`src/hdl/kwm_pkg.sv`:
```
// Shared types and constants of the k-way merge engine.
// Used by the controller, the datapath and the top level; depends on nothing.
package kwm_pkg;

  localparam int unsigned OP_W    = 2;
  localparam int unsigned IDX_W   = 3;
  localparam int unsigned VAL_W   = 64;
  localparam int unsigned ST_W    = 2;
  localparam int unsigned CFG_W   = 4;
  localparam int unsigned NCNT_W  = 7;

  localparam logic [OP_W-1:0] OP_LOAD  = 2'd0;
  localparam logic [OP_W-1:0] OP_POP   = 2'd1;
  localparam logic [OP_W-1:0] OP_CLEAR = 2'd2;

  localparam logic [ST_W-1:0] ST_OK      = 2'd0;
  localparam logic [ST_W-1:0] ST_POPPED  = 2'd1;
  localparam logic [ST_W-1:0] ST_DROPPED = 2'd2;
  localparam logic [ST_W-1:0] ST_EMPTY   = 2'd3;

  localparam logic [CFG_W-1:0] ACTIVE_RESET = 4'd8;

  typedef struct packed {
    logic capture;
    logic load_exec;
    logic clear_exec;
    logic bad_exec;
    logic scan_step;
    logic scan_cmp;
    logic pop_commit;
    logic out_load;
  } cmd_t;

  typedef struct packed {
    logic [OP_W-1:0] op;
    logic            scan_last;
  } sts_t;

endpackage

```
`src/hdl/kwm_ctrl.sv`:
```
// Sequencing state machine of the k-way merge engine.
// Depends on kwm_pkg; drives commands into kwm_dp and owns both handshakes.
module kwm_ctrl (
  input  logic          clk_i,
  input  logic          rst_ni,
  input  logic          in_valid_i,
  output logic          in_stall_o,
  output logic          out_valid_o,
  input  logic          out_stall_i,
  input  kwm_pkg::sts_t sts_i,
  output kwm_pkg::cmd_t cmd_o
);

  localparam logic [2:0] S_IDLE   = 3'd0;
  localparam logic [2:0] S_EXEC   = 3'd1;
  localparam logic [2:0] S_SCAN   = 3'd2;
  localparam logic [2:0] S_FLUSH  = 3'd3;
  localparam logic [2:0] S_COMMIT = 3'd4;
  localparam logic [2:0] S_DONE   = 3'd5;

  logic [2:0] state_q, state_d;
  logic       out_valid_q, out_valid_d;

  always_comb begin
    state_d = state_q;
    cmd_o   = '0;
    case (state_q)
      S_IDLE: begin
        if (in_valid_i) begin
          cmd_o.capture = 1'b1;
          state_d       = S_EXEC;
        end
      end
      S_EXEC: begin
        case (sts_i.op)
          kwm_pkg::OP_LOAD: begin
            cmd_o.load_exec = 1'b1;
            state_d         = S_DONE;
          end
          kwm_pkg::OP_POP: begin
            state_d = S_SCAN;
          end
          kwm_pkg::OP_CLEAR: begin
            cmd_o.clear_exec = 1'b1;
            state_d          = S_DONE;
          end
          default: begin
            cmd_o.bad_exec = 1'b1;
            state_d        = S_DONE;
          end
        endcase
      end
      S_SCAN: begin
        cmd_o.scan_step = 1'b1;
        cmd_o.scan_cmp  = 1'b1;
        if (sts_i.scan_last) begin
          state_d = S_FLUSH;
        end
      end
      S_FLUSH: begin
        cmd_o.scan_cmp = 1'b1;
        state_d        = S_COMMIT;
      end
      S_COMMIT: begin
        cmd_o.pop_commit = 1'b1;
        state_d          = S_DONE;
      end
      S_DONE: begin
        if (!out_valid_q || !out_stall_i) begin
          cmd_o.out_load = 1'b1;
          state_d        = S_IDLE;
        end
      end
      default: begin
        state_d = S_IDLE;
      end
    endcase
  end

  always_comb begin
    out_valid_d = out_valid_q && out_stall_i;
    if (cmd_o.out_load) begin
      out_valid_d = 1'b1;
    end
  end

  always_ff @(posedge clk_i or negedge rst_ni) begin
    if (!rst_ni) begin
      state_q     <= S_IDLE;
      out_valid_q <= 1'b0;
    end else begin
      state_q     <= state_d;
      out_valid_q <= out_valid_d;
    end
  end

  assign in_stall_o  = (state_q != S_IDLE);
  assign out_valid_o = out_valid_q;

endmodule

```
`config.mk`:
```
export PLATFORM = sky130hd
export DESIGN_NAME = kwm_ctrl
export DESIGN_NICKNAME = d
export VERILOG_FILES = /design/src/hdl/kwm_pkg.sv /design/src/hdl/kwm_ctrl.sv
export SDC_FILE = /design/constraint.sdc
export NUM_CORES = 1
export LEC_CHECK = 0
export BUFFER_PORTS_ARGS = -buffer_cell sky130_fd_sc_hd__clkbuf_2
export CORE_AREA = 2 2 39 41
export DETAILED_ROUTE_END_ITERATION = 7
export DIE_AREA = 0 0 41 43
export PLACE_DENSITY = 0.48
export SYNTH_ARGS = -nofsm -noshare
export SYNTH_HDL_FRONTEND = slang
export SYNTH_SLANG_ARGS = --single-unit
```
`constraint.sdc`:
```
create_clock -name clk_i -period 1.4 [get_ports clk_i]
set_input_delay 0.14 -clock clk_i [delete_from_list [all_inputs] [get_ports clk_i]]
set_output_delay 0.14 -clock clk_i [all_outputs]
set_load 0.01 [all_outputs]
```
==> results.md, run 1 <==
- H-tree depth: 1
- Total of warnings raised by yosys: 0
- Worst path top cell family by delay: simple AND/OR/NAND/NOR gates
- Type of origin of the critical path: register
- Clock tree from TritonCTS: yes
- Worst R2R Setup Slack: 0.19 ns
- Antenna violations before repair: 0
- Chain of cells forming the critical path: or3_4 -> nor2_2 -> buf_2
- Via density per instance: 4.35
- Synth Cell Area: 294 µm²
- Final cell utilization of the core: 0.347
- Mapped Nets: 39
- Dominant combinational cell family by area after synthesis: simple AND/OR/NAND/NOR gates
- RSZ-0062 raised after global routing: true
- Crit end category: output pin
- Net switching fraction of the power: 0.385
- Slew Limit Fails: 0
- Synthesis-stage register bit count: 4
- Slew @ Worst Pin: 0.239 ns
- Worst r2r src: state_q[1]
- Mean Syn Cell Area: 9.19 µm²
- Crit Path Class: register to output pin
- Cell Int Power: 593 µW
- Clock sink count: 4
- Count of nets left with antenna violations after detail routing: 0
- Number of design rule violations left after detail routing: 0
- Fin crit share: 0.990
- Die footprint: 1760 µm²
- Dpl ws: 0.192 ns
- Share of total power in combinational logic: 0.595
- P_leak: 0.000266 µW
- Tightest hold margin: 0.180 ns
- Cells after synthesis: 32
- Hold/Removal Path Class: input pin to register
- Startpoint of the worst setup timing path: state_q[0]
- Average wire per cell in the routed design: 10.2 µm
- Launch point of the worst hold path: out_stall_i
- Remaining max-slew budget at the tightest pin: 0.839
- Total power per unit cell area: 2010 nW/µm²
- Data arrival at the endpoint of the critical path: 1.25 ns
- Skew-Pair Late Insertion Delay: 0.23 ns
- WP data required: 1.26 ns
- Final Setup Violations: 0
- Reg clk slew, reported paths: 0.03 ns
- CP peak stage delay: 0.43 ns
- Hold Vio Cnt, Final: 0
- Buffers and inverters on the worst path: 1
- Number of inserted diodes: 0
- Result of the run: complete, no violations
- Global-route total usage across every layer: 0.103
- Critical path peak fanout: 5
- Wire length of the first global-routing pass: 1190 µm
- Post-synthesis share of cell area spent on xor and xnor gates: 0
- Router iterations before antenna repair: 3
- Clock Path Buffers: 2
- Total congestion overflow: 0
- Mux cell area share after synthesis: 0.0681
- Number of library cell types mapped by synthesis: 22
- Sequential share of the synthesized area: 0.340
- Fraction of final layout cells with drive strength greater than 1: 0.644
- Detailed-placement wirelength estimate: 496 µm
- I/O pins: 17
- Leading cell types in the layout, fill and taps excluded: sky130_fd_sc_hd__clkbuf_2 (13), sky130_fd_sc_hd__buf_4 (9)
- Complex-gate fraction of the synthesized area: 0.0809
- Routed met3 length: 27 µm
- Highest metal used: met3
- Area delta synth->final: 63.4%
- Vias: 326
- Initial core utilization: 0.212
- Setup ws final: 0.0144 ns
- Share of total power in the clock network: 0.141
- Flop pwr share: 0.264
- Starting DRT DRC Count: 5
- Root buffer cell: sky130_fd_sc_hd__clkbuf_4
- Simple logic cell fraction of the synthesized area: 0.396
- Max Cap Violations: 0
- Die X: 41 µm
- Number of rows in the core area: 14
- Adder and majority gate portion of the synthesized area: 0
- IR Drop Worst-Case VDD: 0.555 mV
- Routability-driven placement congestion ratio: 0.679
- Number of nets in the final layout: 68
- Pin count of the biggest net entering global routing: 10
- Shortest period the worst path allows: 1.39 ns
- Critical path's slowest cell: sky130_fd_sc_hd__dfrtp_2
- Core region area: 1380 µm²
- CTS buffer count: 3
- Met2 routed WL: 443 µm
- Die extent in y: 43 µm
- Wire length the detailed router placed on met1: 291 µm
- Wire length reported by the detailed router: 762 µm
- Commonest non-fill, non-tap cell in the layout: sky130_fd_sc_hd__clkbuf_2
- Vias in the first global route: 323
- Clock tree skew after final layout: 0.000787 ns
- Number of I/O port buffers: 16
- Net switching power of the design: 371 µW
- Maximum clock rate: 722 MHz
-- logic make-up after synthesis --
family | count (synthesis)
simple gates | 17
flops | 4
mux | 2
compound gates | 4
buf+inv | 5
-- power by group through the flow --
stage	Combinational, µW	Clock [µW]	Sequential [µW]
final	573	136	255
after global routing	633	153	264
after CTS	550	142	250
after detailed placement	383	0	269
after global placement	385	0	267
after floorplan	339	0	220
-- repair_timing --
item	in CTS	in global routing
endpoints found under the hold margin	4	0
pin swaps	1	1
setup buffers	8	1
setup endpoints to repair	3	5
hold buffers	1	0
resized for setup	3	4
-- per-stage QoR --
step	power, µW	instance area (µm²)	cells	setup TNS (ns)
final	964	480	75	0
after global routing	1050	480	75	-0.100
after CTS	942	468	74	0
after detailed placement	652	372	62	0
after global placement	652	372	62	0
after floorplan	560	294	32	0
-- layer usage --
metal / vias to the layer above / track usage
met1: 151 / 0.0977
li1: 167 / -
met4: 0 / 0.0800
met5: - / 0
met3: 0 / 0.0157
met2: 8 / 0.178
-- cells in the mapped netlist --
master | instances | area (µm²)
sky130_fd_sc_hd__dfrtp_1 | 4 | 100
sky130_fd_sc_hd__and3_1 | 2 | 12.5
sky130_fd_sc_hd__nor2_2 | 1 | 6.26
sky130_fd_sc_hd__buf_6 | 2 | 22.5
sky130_fd_sc_hd__a21oi_1 | 1 | 5.00
sky130_fd_sc_hd__o21ai_1 | 1 | 5.00
sky130_fd_sc_hd__inv_2 | 1 | 3.75
sky130_fd_sc_hd__nor3_1 | 1 | 5.00
sky130_fd_sc_hd__and2b_2 | 1 | 8.76
sky130_fd_sc_hd__nand3_1 | 1 | 5.00
sky130_fd_sc_hd__nand3b_1 | 1 | 7.51
sky130_fd_sc_hd__nor3b_1 | 1 | 7.51
sky130_fd_sc_hd__nor4_1 | 1 | 6.26
sky130_fd_sc_hd__or3_1 | 1 | 6.26
sky130_fd_sc_hd__inv_1 | 2 | 7.51
sky130_fd_sc_hd__or3_4 | 1 | 11.3
sky130_fd_sc_hd__mux2i_1 | 2 | 20.0
sky130_fd_sc_hd__o21ai_0 | 1 | 5.00
sky130_fd_sc_hd__nor2_1 | 1 | 3.75
sky130_fd_sc_hd__nor3b_2 | 2 | 25.0
sky130_fd_sc_hd__nand2_1 | 3 | 11.3
sky130_fd_sc_hd__a211o_1 | 1 | 8.76
-- area by class of cell --
class                   instances  area, µm²
fillers                       153        903
multi-input cells              23        165
repair buffers                 26        158
flip-flops and latches          4        104
clock buffers                   3       22.5
well taps                      16       20.0
inverters                       3       11.3
-- registers in the layout, summed over array words and instances (netlist names) --
name,count
out_valid_o,1
state_q,3
-- worst reg2reg max path, cell delays in order, from the launching register on --
cell,delay (ns)
sky130_fd_sc_hd__dfrtp_2,0.45
sky130_fd_sc_hd__buf_4,0.15
sky130_fd_sc_hd__mux2i_1,0.11
sky130_fd_sc_hd__or3_1,0.33
sky130_fd_sc_hd__nand3_1,0.10
-- final timing paths --
check,depth (start not counted),to
max,3,cmd_o[7]
max in group asynchronous,2,state_q[0]
min,3,out_valid_o
max reg2reg,4,state_q[0]
min in group asynchronous,2,state_q[1]
min reg2reg,1,state_q[1]
(Power assumes the default switching activity.)
==> run 2, diff against run 1 <==
--- a/config.mk
+++ b/config.mk
@@ -9,7 +9,7 @@
 export CORE_AREA = 2 2 39 41
 export DETAILED_ROUTE_END_ITERATION = 7
 export DIE_AREA = 0 0 41 43
-export PLACE_DENSITY = 0.48
+export PLACE_DENSITY = 0.55
 export SYNTH_ARGS = -nofsm -noshare
 export SYNTH_HDL_FRONTEND = slang
 export SYNTH_SLANG_ARGS = --single-unit
==> results.md, run 2 (same netlist as run 1, synthesis figures left out) <==
- Worst r2r src: state_q[1]
- Share of total power in the clock network: 0.157 (+0.016)
- Final Setup Violations: 0 (unchanged)
- Setup ws final: 0.0119 ns (-0.00245 ns)
- Register name with the most flops: state_q
- Vias: 311 (-4.6%)
- Die footprint: 1760 µm² (unchanged)
- Number of rows in the core area: 14 (unchanged)
- Core region area: 1380 µm² (unchanged)
- Startpoint of the worst setup timing path: state_q[0]
- Number of I/O port buffers: 16 (unchanged)
- Pin count of the biggest net entering global routing: 11 (+1)
- Clock Path Buffers: 2 (unchanged)
- Clock sink count: 4 (unchanged)
- Worst path top cell family by delay: simple AND/OR/NAND/NOR gates
- Fin crit share: 0.991 (+0.00175)
- Reg clk slew, reported paths: 0.03 ns (about the same)
- Placed cell areas: 372 µm² (unchanged)
- Flip-flop count of the largest register after layout: 3 (unchanged)
- R2R cell count: 5 (+1)
- Slew @ Worst Pin: 0.191 ns (-0.0479 ns)
- Global-route total usage across every layer: 0.0996 (-0.00322)
- CP peak stage delay: 0.42 ns (about the same)
- WP data required: 1.26 ns (about the same)
- Number of inserted diodes: 0 (unchanged)
- Clock tree skew after final layout: 0.00352 ns (+0.00274 ns)
- Crit Path Class: register to output pin
- Root buffer cell: sky130_fd_sc_hd__clkbuf_4
- Critical path's slowest cell: sky130_fd_sc_hd__dfrtp_2
- Critical path peak fanout: 6 (+1)
- Net switching fraction of the power: 0.395 (+0.00997)
- Area delta synth->final: 57.0%
- Crit end category: output pin
- Average wire per cell in the routed design: 9.90 µm (-2.5%)
- Dpl ws: 0.183 ns (-0.00919 ns)
- Leading cell types in the layout, fill and taps excluded: sky130_fd_sc_hd__clkbuf_2 (12), sky130_fd_sc_hd__buf_2 (6), sky130_fd_sc_hd__buf_4 (5)
- Router iterations before antenna repair: 4 (+1)
- Detailed-placement wirelength estimate: 496 µm (about the same)
- Hold/Removal Path Class: input pin to register
- Number of design rule violations left after detail routing: 0 (unchanged)
- Count of nets left with antenna violations after detail routing: 0 (unchanged)
- Total congestion overflow: 0 (unchanged)
- Max Cap Violations: 0 (unchanged)
- Hold Vio Cnt, Final: 0 (unchanged)
- Die X: 41 µm (unchanged)
- Vias in the first global route: 301 (-6.8%)
- Antenna violations before repair: 0 (unchanged)
- Commonest non-fill, non-tap cell in the layout: sky130_fd_sc_hd__clkbuf_2
- Destination of the worst hold path: out_valid_o
- Type of origin of the critical path: register
- P_leak: 0.000255 µW (-4.1%)
- Data arrival at the endpoint of the critical path: 1.25 ns (about the same)
- Routability-driven placement congestion ratio: 0.681 (+0.28%)
- I/O pins: 17 (unchanged)
- Wire length reported by the detailed router: 723 µm (-5.1%)
- Maximum clock rate: 720 MHz (-0.18%)
- Crit Reg-Reg Endpoint: state_q[0]
- Shortest period the worst path allows: 1.39 ns (+0.00245 ns)
- Chain of cells forming the critical path: or3_4 -> nor2_2 -> buf_2
- Buffers and inverters on the worst path: 1 (unchanged)
- IR Drop Worst-Case VDD: 0.617 mV (+11%)
- CTS buffer count: 3 (unchanged)
- Flop pwr share: 0.272 (+0.008)
- Net switching power of the design: 356 µW (-4.0%)
- Skew-Pair Late Insertion Delay: 0.23 ns (about the same)
- Area of all placed cells without fillers: 462 µm² (-3.9%)
- Share of total power in combinational logic: 0.571 (-0.024)
- Number of nets in the final layout: 66 (-2.9%)
- Wire length of the first global-routing pass: 1130 µm (-5.2%)
- Die extent in y: 43 µm (unchanged)
- RSZ-0062 raised after global routing: true
- Via density per instance: 4.26 (-2.0%)
- Fraction of final layout cells with drive strength greater than 1: 0.632 (-0.0125)
- Starting DRT DRC Count: 1 (-4)
- Remaining max-slew budget at the tightest pin: 0.871 (+0.0323)
- Launch point of the worst hold path: out_stall_i
- Worst R2R Setup Slack: 0.07 ns (-0.12 ns)
- H-tree depth: 1 (unchanged)
- Slew Limit Fails: 0 (unchanged)
- Clock tree from TritonCTS: yes
- Initial core utilization: 0.212 (unchanged)
- Result of the run: complete, no violations
- Total power per unit cell area: 1950 nW/µm² (-2.6%)
- Cell depth of the worst hold path: 3 (unchanged)
- Cell Int Power: 546 µW (-7.9%)
## run 2: what timing repair did
action | CTS | global route
setup endpoints to repair | 6 | 5
hold buffers | 1 | 0
setup buffers | 6 | 1
resized for setup | 4 | 6
cloned | 0 | 0
hold endpoints to repair | 4 | 0
pin swaps | 1 | 3
## run 2: tightest hold or removal path, cell delays in order
cell	delay (ns)
sky130_fd_sc_hd__clkbuf_2	0.09
sky130_fd_sc_hd__nand2_1	0.08
sky130_fd_sc_hd__nand2_1	0.06
## run 2: worst max-delay path by stage
stage               slack (ns)  cells after the start        to
finish                    0.01                      3  cmd_o[7]
global route             -0.05                      3  cmd_o[7]
CTS                      -0.01                      3  cmd_o[7]
detailed placement        0.18                      3  cmd_o[7]
global placement          0.21                      3  cmd_o[7]
floorplan                 0.26                      3  cmd_o[7]
## run 2: through the flow
| step | total power, µW | hold WS, ns | std cells | TNS (ns) | util |
|---|---|---|---|---|---|
| 2_1_floorplan | 560 | -0.156 | 32 | 0 | - |
| 3_3_place_gp | 647 | -0.0503 | 62 | 0 | 0.269 |
| 3_5_place_dp | 652 | -0.0476 | 62 | 0 | 0.269 |
| 4_1_cts | 907 | 0.160 | 72 | -0.0130 | 0.325 |
| 5_1_grt | 991 | 0.190 | 73 | -0.0494 | 0.334 |
| 6_report | 902 | 0.173 | 73 | 0 | 0.334 |
## run 2: cell type report
class | count | area (µm²)
multi-input combinational | 23 | 166
sequential | 4 | 104
tap | 16 | 20.0
fill | 160 | 922
timing repair buffer | 24 | 138
clock buffer | 3 | 22.5
inverter | 3 | 11.3
## run 2: metal layers
layer / wire length, µm / vias to the layer above / GRT usage / share of wire
met5: 0 / - / 0 / 0
met1: 313 / 139 / 0.104 / 0.43
li1: - / 164 / - / -
met3: 37 / 0 / 0.0209 / 0.051
met2: 372 / 8 / 0.150 / 0.51
met4: 0 / 0 / 0.100 / 0
## run 2: power by group through the flow
| stage | Clock [µW] | Sequential (µW) | Combinational, µW |
|---|---|---|---|
| 2_1_floorplan | 0 | 220 | 339 |
| 3_5_place_dp | 0 | 270 | 382 |
| 5_1_grt | 163 | 254 | 575 |
| 4_1_cts | 154 | 249 | 504 |
| 3_3_place_gp | 0 | 265 | 382 |
| 6_report | 141 | 246 | 515 |
==> run 3, diff against run 2 <==
--- a/config.mk
+++ b/config.mk
@@ -6,10 +6,11 @@
 export NUM_CORES = 1
 export LEC_CHECK = 0
 export BUFFER_PORTS_ARGS = -buffer_cell sky130_fd_sc_hd__clkbuf_2
-export CORE_AREA = 2 2 39 41
+export CELL_PAD_IN_SITES_DETAIL_PLACEMENT = 2
+export CELL_PAD_IN_SITES_GLOBAL_PLACEMENT = 2
+export CORE_UTILIZATION = 21
 export DETAILED_ROUTE_END_ITERATION = 7
-export DIE_AREA = 0 0 41 43
-export PLACE_DENSITY = 0.55
+export PLACE_DENSITY = 0.81
 export SYNTH_ARGS = -nofsm -noshare
 export SYNTH_HDL_FRONTEND = slang
 export SYNTH_SLANG_ARGS = --single-unit
==> results.md, run 3 (same netlist as run 1, synthesis figures left out) <==
- Hold Vio Cnt, Final: 0 (unchanged)
- Routability-driven placement congestion ratio: 0.705 (+3.5%)
- Result of the run: complete, but fails checks
- Die footprint: 1550 µm² (-12%)
- Antenna violations before repair: 0 (unchanged)
- Count of nets left with antenna violations after detail routing: 0 (unchanged)
- Number of design rule violations left after detail routing: 0 (unchanged)
- Clock Path Buffers: 2 (unchanged)
- Vias: 342 (+10%)
- Data arrival at the endpoint of the critical path: 1.31 ns (+0.06 ns)
- Maximum clock rate: 691 MHz (-4.1%)
- WP data required: 1.26 ns (about the same)
- Max Cap Violations: 0 (unchanged)
- H-tree depth: 1 (unchanged)
- Area of all placed cells without fillers: 459 µm² (-0.54%)
- Placed cell areas: 370 µm² (-0.34%)
- Reg clk slew, reported paths: 0.04 ns (about the same)
- Number of rows in the core area: 13 (-1)
- Clock sink count: 4 (unchanged)
- Launch point of the worst hold path: out_stall_i
- Fin crit share: 1.03 (+0.0428)
- Average wire per cell in the routed design: 14.1 µm (+42%)
- Commonest non-fill, non-tap cell in the layout: sky130_fd_sc_hd__clkbuf_2
- Global-route total usage across every layer: 0.138 (+0.0389)
- Initial core utilization: 0.226 (+0.0135)
- Leading cell types in the layout, fill and taps excluded: sky130_fd_sc_hd__clkbuf_2 (11), sky130_fd_sc_hd__buf_4 (7), sky130_fd_sc_hd__buf_2 (5)
- Worst r2r src: state_q[1]
- Skew-Pair Late Insertion Delay: 0.25 ns (+0.02 ns)
- Setup ws final: -0.0479 ns (-0.0599 ns)
- Hold/Removal Path Class: input pin to register
- Wire length of the first global-routing pass: 1380 µm (+22%)
- Number of I/O port buffers: 16 (unchanged)
- Total power per unit cell area: 2100 nW/µm² (+7.6%)
- Startpoint of the worst setup timing path: state_q[1]
- Number of inserted diodes: 0 (unchanged)
- Wire length reported by the detailed router: 1020 µm (+40%)
- Clock tree skew after final layout: 0.0114 ns (+0.00784 ns)
- I/O pins: 17 (unchanged)
- Final Setup Violations: 2 (+2)
- Core region area: 1300 µm² (-6.0%)
- Clock tree from TritonCTS: yes
- Crit Path Class: register to output pin
- Detailed-placement wirelength estimate: 617 µm (+24%)
- Setup Total Neg Slack: -0.0660 ns (-0.0660 ns)
- IR Drop Worst-Case VDD: 0.803 mV (+30%)
- RSZ-0062 raised after global routing: true
- Finished Layout Cells: 72 (-1.4%)
- R2R cell count: 5 (unchanged)
- Slew Limit Fails: 0 (unchanged)
- Slew @ Worst Pin: 0.236 ns (+0.0448 ns)
- Dpl cells: 61 (-1.6%)
- Via density per instance: 4.75 (+11%)
- Starting DRT DRC Count: 0 (-1)
- Number of nets in the final layout: 66 (unchanged)
- Die X: 39.4 µm (-3.9%)
- Destination of the worst hold path: out_valid_o
- Register area: 104 µm² (unchanged)
- Flip-flop count of the largest register after layout: 3 (unchanged)
- Worst R2R Setup Slack: 0.03 ns (-0.04 ns)
- Router iterations before antenna repair: 1 (-3)
- Violated checks: negative setup slack
- Die extent in y: 39.4 µm (-8.3%)
- Total congestion overflow: 0 (unchanged)
- Area delta synth->final: 56.2%
- P_leak: 0.000256 µW (+0.23%)
- CTS buffer count: 3 (unchanged)
- Shortest period the worst path allows: 1.45 ns (+0.0599 ns)
- Area used by multi-input combinational logic: 160 µm² (-3.8%)
- Root buffer cell: sky130_fd_sc_hd__clkbuf_4
- Remaining max-slew budget at the tightest pin: 0.842 (-0.0295)
- Crit end category: output pin
- Type of origin of the critical path: register
- Fill cell count: 158 (-1.3%)
- Register name with the most flops: state_q
- Critical path peak fanout: 6 (unchanged)
- Crit Reg-Reg Endpoint: state_q[0]
- Vias in the first global route: 287 (-4.7%)
- Pin count of the biggest net entering global routing: 10 (-1)
- Fraction of final layout cells with drive strength greater than 1: 0.614 (-0.0175)
- Cell depth of the worst hold path: 3 (unchanged)
[run 3: cell count changes in the layout (fill, tap and decap cells not counted), sizes merged]
cell	change
buf	+1
clkbuf	-1
[run 3: timing repair]
item / CTS / global route
endpoints found under the setup margin: 5 / 4
hold endpoints to repair: 4 / 0
cloned: 0 / 0
hold buffers: 1 / 0
setup buffers: 4 / 3
resized for setup: 3 / 5
pin swaps: 0 / 2
[run 3: worst max-delay path by stage]
stage	to	slack, ns
3_5_place_dp	cmd_o[7]	0.15
4_1_cts	cmd_o[7]	-0.05
6_report	cmd_o[7]	-0.05
2_1_floorplan	cmd_o[7]	0.26
5_1_grt	cmd_o[7]	-0.09
3_3_place_gp	cmd_o[7]	0.19
[run 3: area by class of cell]
cell class                 instances  share of cell area
inverter                           3              0.0245
sequential                         4               0.226
timing repair buffer              24               0.311
clock buffer                       3              0.0490
tap                               15              0.0409
multi-input combinational         23               0.349
[run 3: critical path, stage by stage, from the launching register on]
cell	delay, ns
sky130_fd_sc_hd__dfrtp_2	0.45
sky130_fd_sc_hd__or3_4	0.41
sky130_fd_sc_hd__nor2_2	0.08
sky130_fd_sc_hd__buf_2	0.13
[run 3: metrics by stage]
stage | hold slack (ns) | power (µW) | util | worst slack [ns]
after CTS | 0.147 | 901 | 0.336 | -0.0464
after global placement | -0.0542 | 652 | 0.285 | 0.188
after floorplan | -0.156 | 560 | - | 0.262
final | 0.142 | 965 | 0.353 | -0.0479
after global routing | 0.157 | 1040 | 0.353 | -0.0901
after detailed placement | -0.0515 | 672 | 0.285 | 0.152
[run 3: where the power goes]
part,switching (µW),internal [µW]
Combinational,263,293
Sequential,83.7,176
Clock,53.0,96.2
Total,400,565
[run 3: per-layer routing]
metal	up-vias	global-route usage	routed length (µm)	share of wire
met5	-	0	0	0
met4	0	0.0517	12	0.012
met3	2	0.0511	73	0.072
met2	14	0.234	536	0.53
met1	162	0.156	392	0.39
li1	164	-	-	-
